**config.mk**
```make
export PLATFORM = sky130hd
export DESIGN_NAME = crtm_cell
export DESIGN_NICKNAME = d
export VERILOG_FILES = /design/src/rtl/crtm_pkg.sv /design/src/rtl/crtm_cell.sv
export SDC_FILE = /design/constraint.sdc
export NUM_CORES = 1
export LEC_CHECK = 0
export BUFFER_PORTS_ARGS = -buffer_cell sky130_fd_sc_hd__buf_2
export CELL_PAD_IN_SITES_DETAIL_PLACEMENT = 0
export CELL_PAD_IN_SITES_GLOBAL_PLACEMENT = 1
export CORE_ASPECT_RATIO = 1.1
export CORE_MARGIN = 2
export CORE_UTILIZATION = 30
export DETAILED_ROUTE_END_ITERATION = 10
export PLACE_DENSITY_LB_ADDON = 0.08
export SETUP_SLACK_MARGIN = 0.4
export SLEW_MARGIN = 10
export SYNTH_ARGS = -nofsm -noshare
export SYNTH_HDL_FRONTEND = slang
export SYNTH_SLANG_ARGS = --single-unit
export TNS_END_PERCENT = 50
```
**constraint.sdc**
```tcl
create_clock -name i_clk -period 10.05 [get_ports i_clk]
set_input_delay 0 -clock i_clk [delete_from_list [all_inputs] [get_ports i_clk]]
set_output_delay 0 -clock i_clk [all_outputs]
set_load 0.005 [all_outputs]
```
**src/rtl/crtm_pkg.sv**
```systemverilog
// ----------------------------------------------------------------------------
// crtm_pkg
// Shared constants and types of the CIDR range table match core.
// ----------------------------------------------------------------------------
package crtm_pkg;

    localparam int MAX_RANGES = 64;

    localparam logic       ACT_WRITE = 1'b0;
    localparam logic       ACT_QUERY = 1'b1;

    localparam logic [1:0] FAM_V4    = 2'd1;
    localparam logic [1:0] FAM_V6    = 2'd2;

    localparam logic [63:0] V4_BITS  = 64'h0000_0000_FFFF_FFFF;

    typedef struct packed {
        logic        en;
        logic [1:0]  family;
        logic [63:0] base_high;
        logic [63:0] base_low;
        logic [63:0] mask_high;
        logic [63:0] mask_low;
    } t_wr;

    typedef struct packed {
        logic [1:0]  kind;
        logic [63:0] addr_high;
        logic [63:0] addr_low;
    } t_query;

    typedef struct packed {
        logic vld;
        logic hit;
    } t_link;

endpackage

```
**src/rtl/crtm_cell.sv**
```systemverilog
// ----------------------------------------------------------------------------
// crtm_cell
// One table slot: holds family, base and mask, checks the broadcast query
// when the search token reaches it and passes the token and hit flag on.
// ----------------------------------------------------------------------------
module crtm_cell (
    input  logic             i_clk,
    input  logic             i_rst_n,
    input  crtm_pkg::t_wr    i_wr,
    input  logic             i_wr_sel,
    input  crtm_pkg::t_query i_query,
    input  logic             i_in_use,
    input  crtm_pkg::t_link  i_link,
    output crtm_pkg::t_link  o_link
);

    logic [1:0]      r_family;
    logic [63:0]     r_base_high;
    logic [63:0]     r_base_low;
    logic [63:0]     r_mask_high;
    logic [63:0]     r_mask_low;
    crtm_pkg::t_link r_link;
    crtm_pkg::t_link n_link;
    logic            w_v4_eq;
    logic            w_v6_eq;
    logic            w_match;

    always_comb begin
        w_v4_eq = (((i_query.addr_low ^ r_base_low) & r_mask_low & crtm_pkg::V4_BITS)
                   == 64'd0);
        w_v6_eq = (((i_query.addr_low ^ r_base_low) & r_mask_low) == 64'd0) &&
                  (((i_query.addr_high ^ r_base_high) & r_mask_high) == 64'd0);
        w_match = 1'b0;
        if (r_family == i_query.kind) begin
            if (r_family == crtm_pkg::FAM_V4) begin
                w_match = w_v4_eq;
            end else if (r_family == crtm_pkg::FAM_V6) begin
                w_match = w_v6_eq;
            end
        end
        n_link.vld = i_link.vld;
        n_link.hit = i_link.hit | (i_link.vld & i_in_use & w_match);
    end

    always_ff @(posedge i_clk) begin
        if (!i_rst_n) begin
            r_family <= 2'd0;
            r_link   <= '0;
        end else begin
            r_link <= n_link;
            if (i_wr.en && i_wr_sel) begin
                r_family <= i_wr.family;
            end
        end
    end

    always_ff @(posedge i_clk) begin
        if (i_wr.en && i_wr_sel) begin
            r_base_high <= i_wr.base_high;
            r_base_low  <= i_wr.base_low;
            r_mask_high <= i_wr.mask_high;
            r_mask_low  <= i_wr.mask_low;
        end
    end

    assign o_link = r_link;

endmodule

```
-- Yosys cells after proc, flatten, opt, wreduce, memory -nomap -nowiden
Index checks and enable logic that the tools add are counted.
- logic and storage cells: 25
- register bits after elaboration: 260
- bits of input ports: 395
- output and inout port bits: 2
- equal/unequal tests: 3
- bitwise operators: 7
- reductions and logical operators: 5
- mux-type cells: 3
- operators with widths (cell ; count):
    64-bit logical NOT ; 3
    64-bit AND ; 2
    64-bit XOR ; 2
    1-bit two-way mux ; 3
    1-bit AND ; 2
    2-bit by 1-bit equality test with 1-bit output (second input constant) ; 1
    2-bit equality test ; 1
    2-bit equality test (second input constant) ; 1
    1-bit logical AND ; 2
    1-bit bitwise OR ; 1

-- Longest topological paths before layout
Gate-level depths: netlist of run 1.
- word-level depth: 9
- gate-level depth with buffers: 6

-- Worst setup path before layout of run 1
OpenSTA, ideal clock, no wires.
- kind: input to register
- start: input port i_wr[258] (netlist bit)
- end: register r_base_high[0] (enable)
- slack: 4.382 ns
- cell stages on the path: 2
- data arrival time: 5.059 ns
- path buffers: 0
- cell sequence: nand2_1 inv_1
- word-level cells in the longest chain between the ends: 1
- ends and longest elaborated chain (element ; RTL line ; RTL):
    from (decl) ; crtm_cell.sv:9 ; input crtm_pkg::t_wr i_wr,
    1-bit logical AND ; crtm_cell.sv:58 ; if (i_wr.en && i_wr_sel) begin
    to (signal assigned) ; crtm_cell.sv:59 ; r_base_high <= i_wr.base_high;
    to (decl) ; crtm_cell.sv:18 ; logic [63:0] r_base_high;
Every way passes these cells.
A chain may end at the register's enable or synchronous reset.

-- Worst setup path in the final report of run 1
- start: register r_base_low[52]
- end: register r_link (netlist bit o_link[0])
- word-level cells in the longest chain between the ends: 9
- ends and longest elaborated chain (element ; RTL line ; RTL):
    from (decl) ; crtm_cell.sv:19 ; logic [63:0] r_base_low;
    from (signal assigned) ; crtm_cell.sv:60 ; r_base_low <= i_wr.base_low;
    64-bit XOR ; crtm_cell.sv:31 ; w_v6_eq = (((i_query.addr_low ^ r_base_low) & r_mask_low) == 64'd0) &&
    64-bit AND ; crtm_cell.sv:31 ;
    64-bit logical NOT ; crtm_cell.sv:31 ;
    1-bit logical AND ; crtm_cell.sv:31 ;
    1-bit two-way mux ; crtm_cell.sv:37 ; end else if (r_family == crtm_pkg::FAM_V6) begin
    1-bit two-way mux ; crtm_cell.sv:35 ; if (r_family == crtm_pkg::FAM_V4) begin
    1-bit two-way mux ; crtm_cell.sv:34 ; if (r_family == i_query.kind) begin
    1-bit AND ; crtm_cell.sv:42 ; n_link.hit = i_link.hit | (i_link.vld & i_in_use & w_match);
    1-bit bitwise OR ; crtm_cell.sv:42 ;
    to (signal assigned) ; crtm_cell.sv:50 ; r_link <= n_link;
    to (decl) ; crtm_cell.sv:22 ; crtm_pkg::t_link r_link;
Every way passes these cells.

==> results.toml, run 1 <==
[routing]
drt_iter0_markers = 230
post_drt_wl_per_cell_um = 15.8
vias = 6794
drc_errors = 0
avgViaCountPerCell = 4.17
drtAntennaViolNets = 0
finalWirelength_um = 25800
dr.pass1.iters = 4

[floorplanning]
die_w_um = 175
ioPinCount = 397
rows = 68
initial_core_util_pct = 30.5
design.core.area_um2 = 31500
die_y_um = 192
die-area_um2 = 33500

[min_path]
min_path_type = "in -> reg"

[grt]
antenna_found_initial = 12
grt_pass1_wl_um = 38300
grt_pass1_vias = 7538
grt_usage_pct = 14.8
grt-ovfl-total = 0
grt_max_degree = 113

[sta]
rsz0062_at_grt = "no"
hold_ws_ns = 0.159
timing.final.ws_setup_ns = 7.31
max_clock_freq_mhz = 365
slew_headroom_pct = 29.4
finalSetupTns_ns = 0
hold_violations = 0
tightest_slew_ns = 1.06
fin_crit_sh_pct = 27.3
clock_skew_ns = 0.00711
setup_viol = 0
final-max-slew-violation-count = 0
timing.final.crit_period_ns = 2.74

[clocking]
cts_tree = "built"
hold_buffers = 264
clock_latency_ns = 0.54
cts_sinks = 260
postCtsSetupBuffers = 0
cts_max_path_buffers = 3
clk_pin_slew_ns = 0.06
cts_buffers = 29
htreeDepth = 1
root_buffer = "clkbuf_16"
cts_resized = 0

[place]
place_ws_ns = 7.67
dp_hpwl_um = 18400
gp_congestion = 0.760
place_area_um2 = 12100
io_buffers = 396

[job]
maxCapViolCount = 0

[setup_path]
required_ns = 10.53
cp-start-kind = "flip-flop"
criticalPathCategory = "reg -> reg"
arrival_ns = 3.22
cp-end-kind = "flip-flop"
cp_max_fo = 1

[synthesis]
ys_seq_area_share_pct = 80.8
ys_async_sr_fraction_pct = 0
ys_types = 19
synth_edf_count = 256
synth_top_area_cell = "edfxtp_1"
synth_cells = 489
synth_top_area_share_pct = 79.9
syn_avg_cell_area_um2 = 19.7
synthTopCellsByArea = "edfxtp_1 80%, xor2_1 12%, a22oi_1 4.0%, nand4_1 0.91%, dfxtp_1 0.83%"
synthesis.area_um2 = 9620
synth.most_common_cell = "edfxtp_1"
ys_ff_latch = 260
syn-num-nets = 884
synth_top_cells_by_count = "256 x edfxtp_1, 128 x xor2_1, 51 x a22oi_1"
yosys_warnings = 0
ys.flop_type = "edfxtp_1"

[finish]
final_cell_area_um2 = 15700
ff_latch_area_um2 = 7770
syn_to_final_growth_pct = 63.3
fillerInstances = 2792
multiInputGateArea_um2 = 1840
layout-drive-gt1-share_pct = 36.7
post-route-util_pct = 49.9
finalNetCount = 1577

[power]
powerDensity_nw_per_um2 = 164
irDropWorstVdd_uv = 116
power.leakage_nw = 6.33

[run_status]
status = "finished, final reports clean"
==> through the flow <==
| stage | total power, mW | instances |
|---|---|---|
| 2_1_floorplan | 1.40 | 489 |
| 3_3_place_gp | 1.50 | 1307 |
| 3_5_place_dp | 1.50 | 1307 |
| 4_1_cts | 2.62 | 1623 |
| 5_1_grt | 2.69 | 1628 |
| 6_report | 2.58 | 1628 |
==> critical path: stages (launching register included) <==
cell and delay, ns:
edfxtp_1 0.37, xor2_1 0.17, a22oi_1 0.19, nand4_1 0.19, nor4_1 0.69, nand4_1 0.25, a211oi_2 0.26, dlygate4sd3_1 0.56
==> cell type report <==
| cell class | count | share of cell area [%] |
|---|---|---|
| Sequential cell | 260 | 49.5 |
| Timing Repair Buffer | 662 | 29.5 |
| Multi-Input combinational cell | 226 | 11.7 |
| Clock buffer | 33 | 4.72 |
| Tap cell | 420 | 3.35 |
| Clock inverter | 19 | 1.04 |
| Inverter | 3 | 0.120 |
| Antenna cell | 5 | 0.0797 |
==> sequential cells by signal, indices dropped and copies added (netlist names) <==
signal and count:
r_mask_low 64, r_base_high 64, r_family 2, r_mask_high 64, r_base_low 64, o_link 2
==> kinds of logic (layout without fill, tap and decap cells) <==
| logic type | Yosys count | in the layout | synth area share, % |
|---|---|---|---|
| AO/OA/AOI/OAI | 68 | 68 | 5.47 |
| XOR/XNOR | 130 | 130 | 11.8 |
| buffers and inverters | 3 | 717 | 0.117 |
| flip-flops | 260 | 260 | 80.8 |
| other | 0 | 5 | 0 |
| AND/OR/NAND/NOR | 28 | 28 | 1.80 |
==> layout by cell type (no fill, tap or decap), drive strengths merged, types with 5 or more instances in the layout <==
cell,instances
a22o,6
clkbuf,33
xor2,128
buf,398
nand4,14
a221oi,5
a22oi,51
clkinv,15
diode,5
edfxtp,256
nand2,7
dlygate4sd3,264
==> per-layer routing <==
layer	GRT usage, %	part of all wire (%)
met4	4.78	2.4
met3	4.28	7.7
met2	27.4	52
met1	16.3	37
met5	0	0.35
==> where the power goes <==
part	internal [mW]	total [mW]	switching, mW
clock network	0.600	1.02	0.416
registers	1.27	1.30	0.0240
logic	0.164	0.263	0.0986
total	2.04	2.58	0.539
==> path summary, 6_finish.rpt <==
| check | startpoint | endpoint | slack, ns | cells after the start |
|---|---|---|---|---|
| setup / recovery | r_base_low[52] | o_link[0] | 7.31 | 7 |
| hold / removal | i_wr[151] | r_base_low[23] | 0.16 | 2 |
| setup reg to reg | r_base_low[52] | o_link[0] | 7.31 | 7 |
| hold reg to reg | r_family[0] | r_family[0] | 1.16 | 3 |
Power figures use the tool's default switching activity.
==> run 2: changes to the inputs <==
Clock period 10.05 ns to 2.3 ns, I/O delays scaled along.
==> run 2 against run 1 <==
Clock-buffer cell count is 16 higher. Sequential power grew to 4.4 times the previous value. First-iteration DRC count rose by 26%. Wire length up 1.7%. Clock skew decreased by 0.00095 ns. Non-clock buffer count up 2. Power rose to 4.4 times the previous value. Die area is the same. Design area is 1.0% higher. Critical path type unchanged. Largest cell class unchanged. Largest power group unchanged.
==> results.toml, run 2 (synthesis results as in run 1) <==
[grt]
grt_usage_pct = 14.8
grt_pass1_vias = 7390
antenna_found_initial = 9
grt_max_degree = 104
grt-ovfl-total = 0
grt_pass1_wl_um = 38000

[sta]
setup_viol = 0
slew_headroom_pct = 60.6
max_clock_freq_mhz = 553
finalSetupTns_ns = 0
timing.final.crit_period_ns = 1.81
clock_skew_ns = 0.00616
rsz0062_at_grt = "no"
timing.final.ws_setup_ns = 0.493
hold_violations = 0
fin_crit_sh_pct = 78.6
final-max-slew-violation-count = 0
tightest_slew_ns = 0.592

[finish]
layout-drive-gt1-share_pct = 37.4
final_cell_mix = "396 x buf_2, 263 x dlygate4sd3_1, 256 x edfxtp_1"
post-route-util_pct = 50.4
finalNetCount = 1580
syn_to_final_growth_pct = 65.0
ff_latch_area_um2 = 7770
multiInputGateArea_um2 = 1910
fillerInstances = 2773
layout_commonest_cell = "buf_2"
final_cell_area_um2 = 15900

[place]
place_area_um2 = 12200
gp_congestion = 0.722
place_ws_ns = 0.0376
io_buffers = 396
dp_hpwl_um = 18800

[routing]
finalWirelength_um = 26200
post_drt_wl_per_cell_um = 16.0
drc_errors = 0
vias = 6767
dr.pass1.iters = 4
drt_iter0_markers = 290
drtAntennaViolNets = 0
avgViaCountPerCell = 4.14

[floorplanning]
rows = 68
die-area_um2 = 33500
die_y_um = 192
initial_core_util_pct = 30.5
die_w_um = 175
ioPinCount = 397
design.core.area_um2 = 31500

[clocking]
clk_pin_slew_ns = 0.06
root_buffer = "clkbuf_16"
cts_sinks = 260
cts_tree = "built"
cts_buffers = 30
postCtsSetupBuffers = 0
clock_latency_ns = 0.54
cts_max_path_buffers = 3
htreeDepth = 1

[setup_path]
critPathSlowestCell = "nor4_4"
path_buf_inv = 0
cp_cell_sequence = "xor2_1 > a22oi_2 > nand4_1 > nor4_4 > nand4_1 > a211oi_2"
cp-end-kind = "flip-flop"
cp_slowest_stage_delay_ns = 0.38
path_common_cell = "nand4_1"
cp-start-kind = "flip-flop"
crit_family = "simple AND/OR/NAND/NOR gates"
cp_max_fo = 1
criticalPathCategory = "reg -> reg"
required_ns = 2.76
arrival_ns = 2.27

[power]
powerDensity_nw_per_um2 = 721
irDropWorstVdd_uv = 558
power.leakage_nw = 6.39

[min_path]
min_path_type = "in -> reg"

[run_status]
status = "finished, final reports clean"

[job]
maxCapViolCount = 0
[run 2: cell types whose count changed in the layout (fill, tap and decap cells not counted), moves of 2 or more]
cell,before,now
clkinv_1,9,0
nor4_1,2,0
diode_2,5,7
clkbuf_1,4,15
nor4_4,0,3
clkbuf_8,0,3
a22oi_1,51,47
buf_12,0,2
a22oi_2,0,4
clkbuf_16,29,31
clkinv_2,6,3
[run 2: stage by stage]
step	power, mW	cells	hold slack, ns
detailed placement	6.59	1310	0.178
CTS	11.6	1627	0.0218
finish	11.4	1634	0.0332
global placement	6.58	1310	0.177
global route	11.9	1634	0.0353
floorplan	6.12	489	0.0989
[run 2: path summary, 6_finish.rpt]
kind	start	end	slack [ns]	cells after the start
worst max-delay path	r_base_high[39]	o_link[0]	0.49	6
worst min-delay path	i_wr_sel	r_mask_low[30]	0.03	3
worst max register to register	r_base_high[39]	o_link[0]	0.49	6
worst min register to register	r_mask_low[49]	o_link[0]	0.72	4
[run 2: metal layers]
| layer | track usage, % | up-vias | routed length (um) |
|---|---|---|---|
| met5 | 0 | - | 21 |
| met4 | 5.35 | 4 | 659 |
| met3 | 4.26 | 52 | 2040 |
| met2 | 26.8 | 268 | 13600 |
| met1 | 16.4 | 3116 | 9850 |
| li1 | - | 3327 | - |
[run 2: worst reg2reg max path: stages (launching register included)]
cell and delay [ns]:
edfxtp_1 0.37, xor2_1 0.18, a22oi_2 0.20, nand4_1 0.23
nor4_4 0.38, nand4_1 0.17, a211oi_2 0.20
[run 2: power by group]
part / internal, mW / switching (mW) / leakage (nW)
clock network: 2.79 / 1.79 / 0.461
logic: 0.732 / 0.453 / 3.49
registers: 5.57 / 0.105 / 2.44
[run 2: area by class of cell]
type                            count  area share [%]
Tap cell                          420            3.31
Antenna cell                        7           0.110
Sequential cell                   260            49.0
Inverter                            3          0.0947
Clock buffer                       49            5.51
Multi-Input combinational cell    226            12.1
Timing Repair Buffer              664            29.5
Clock inverter                      5           0.473
[run 2: what timing repair did]
action | in CTS | in global routing
setup endpoints to repair | 1 | 1
pin swaps | 6 | 15
endpoints found under the hold margin | 260 | 0
resized for setup | 5 | 4
hold buffers | 263 | 0
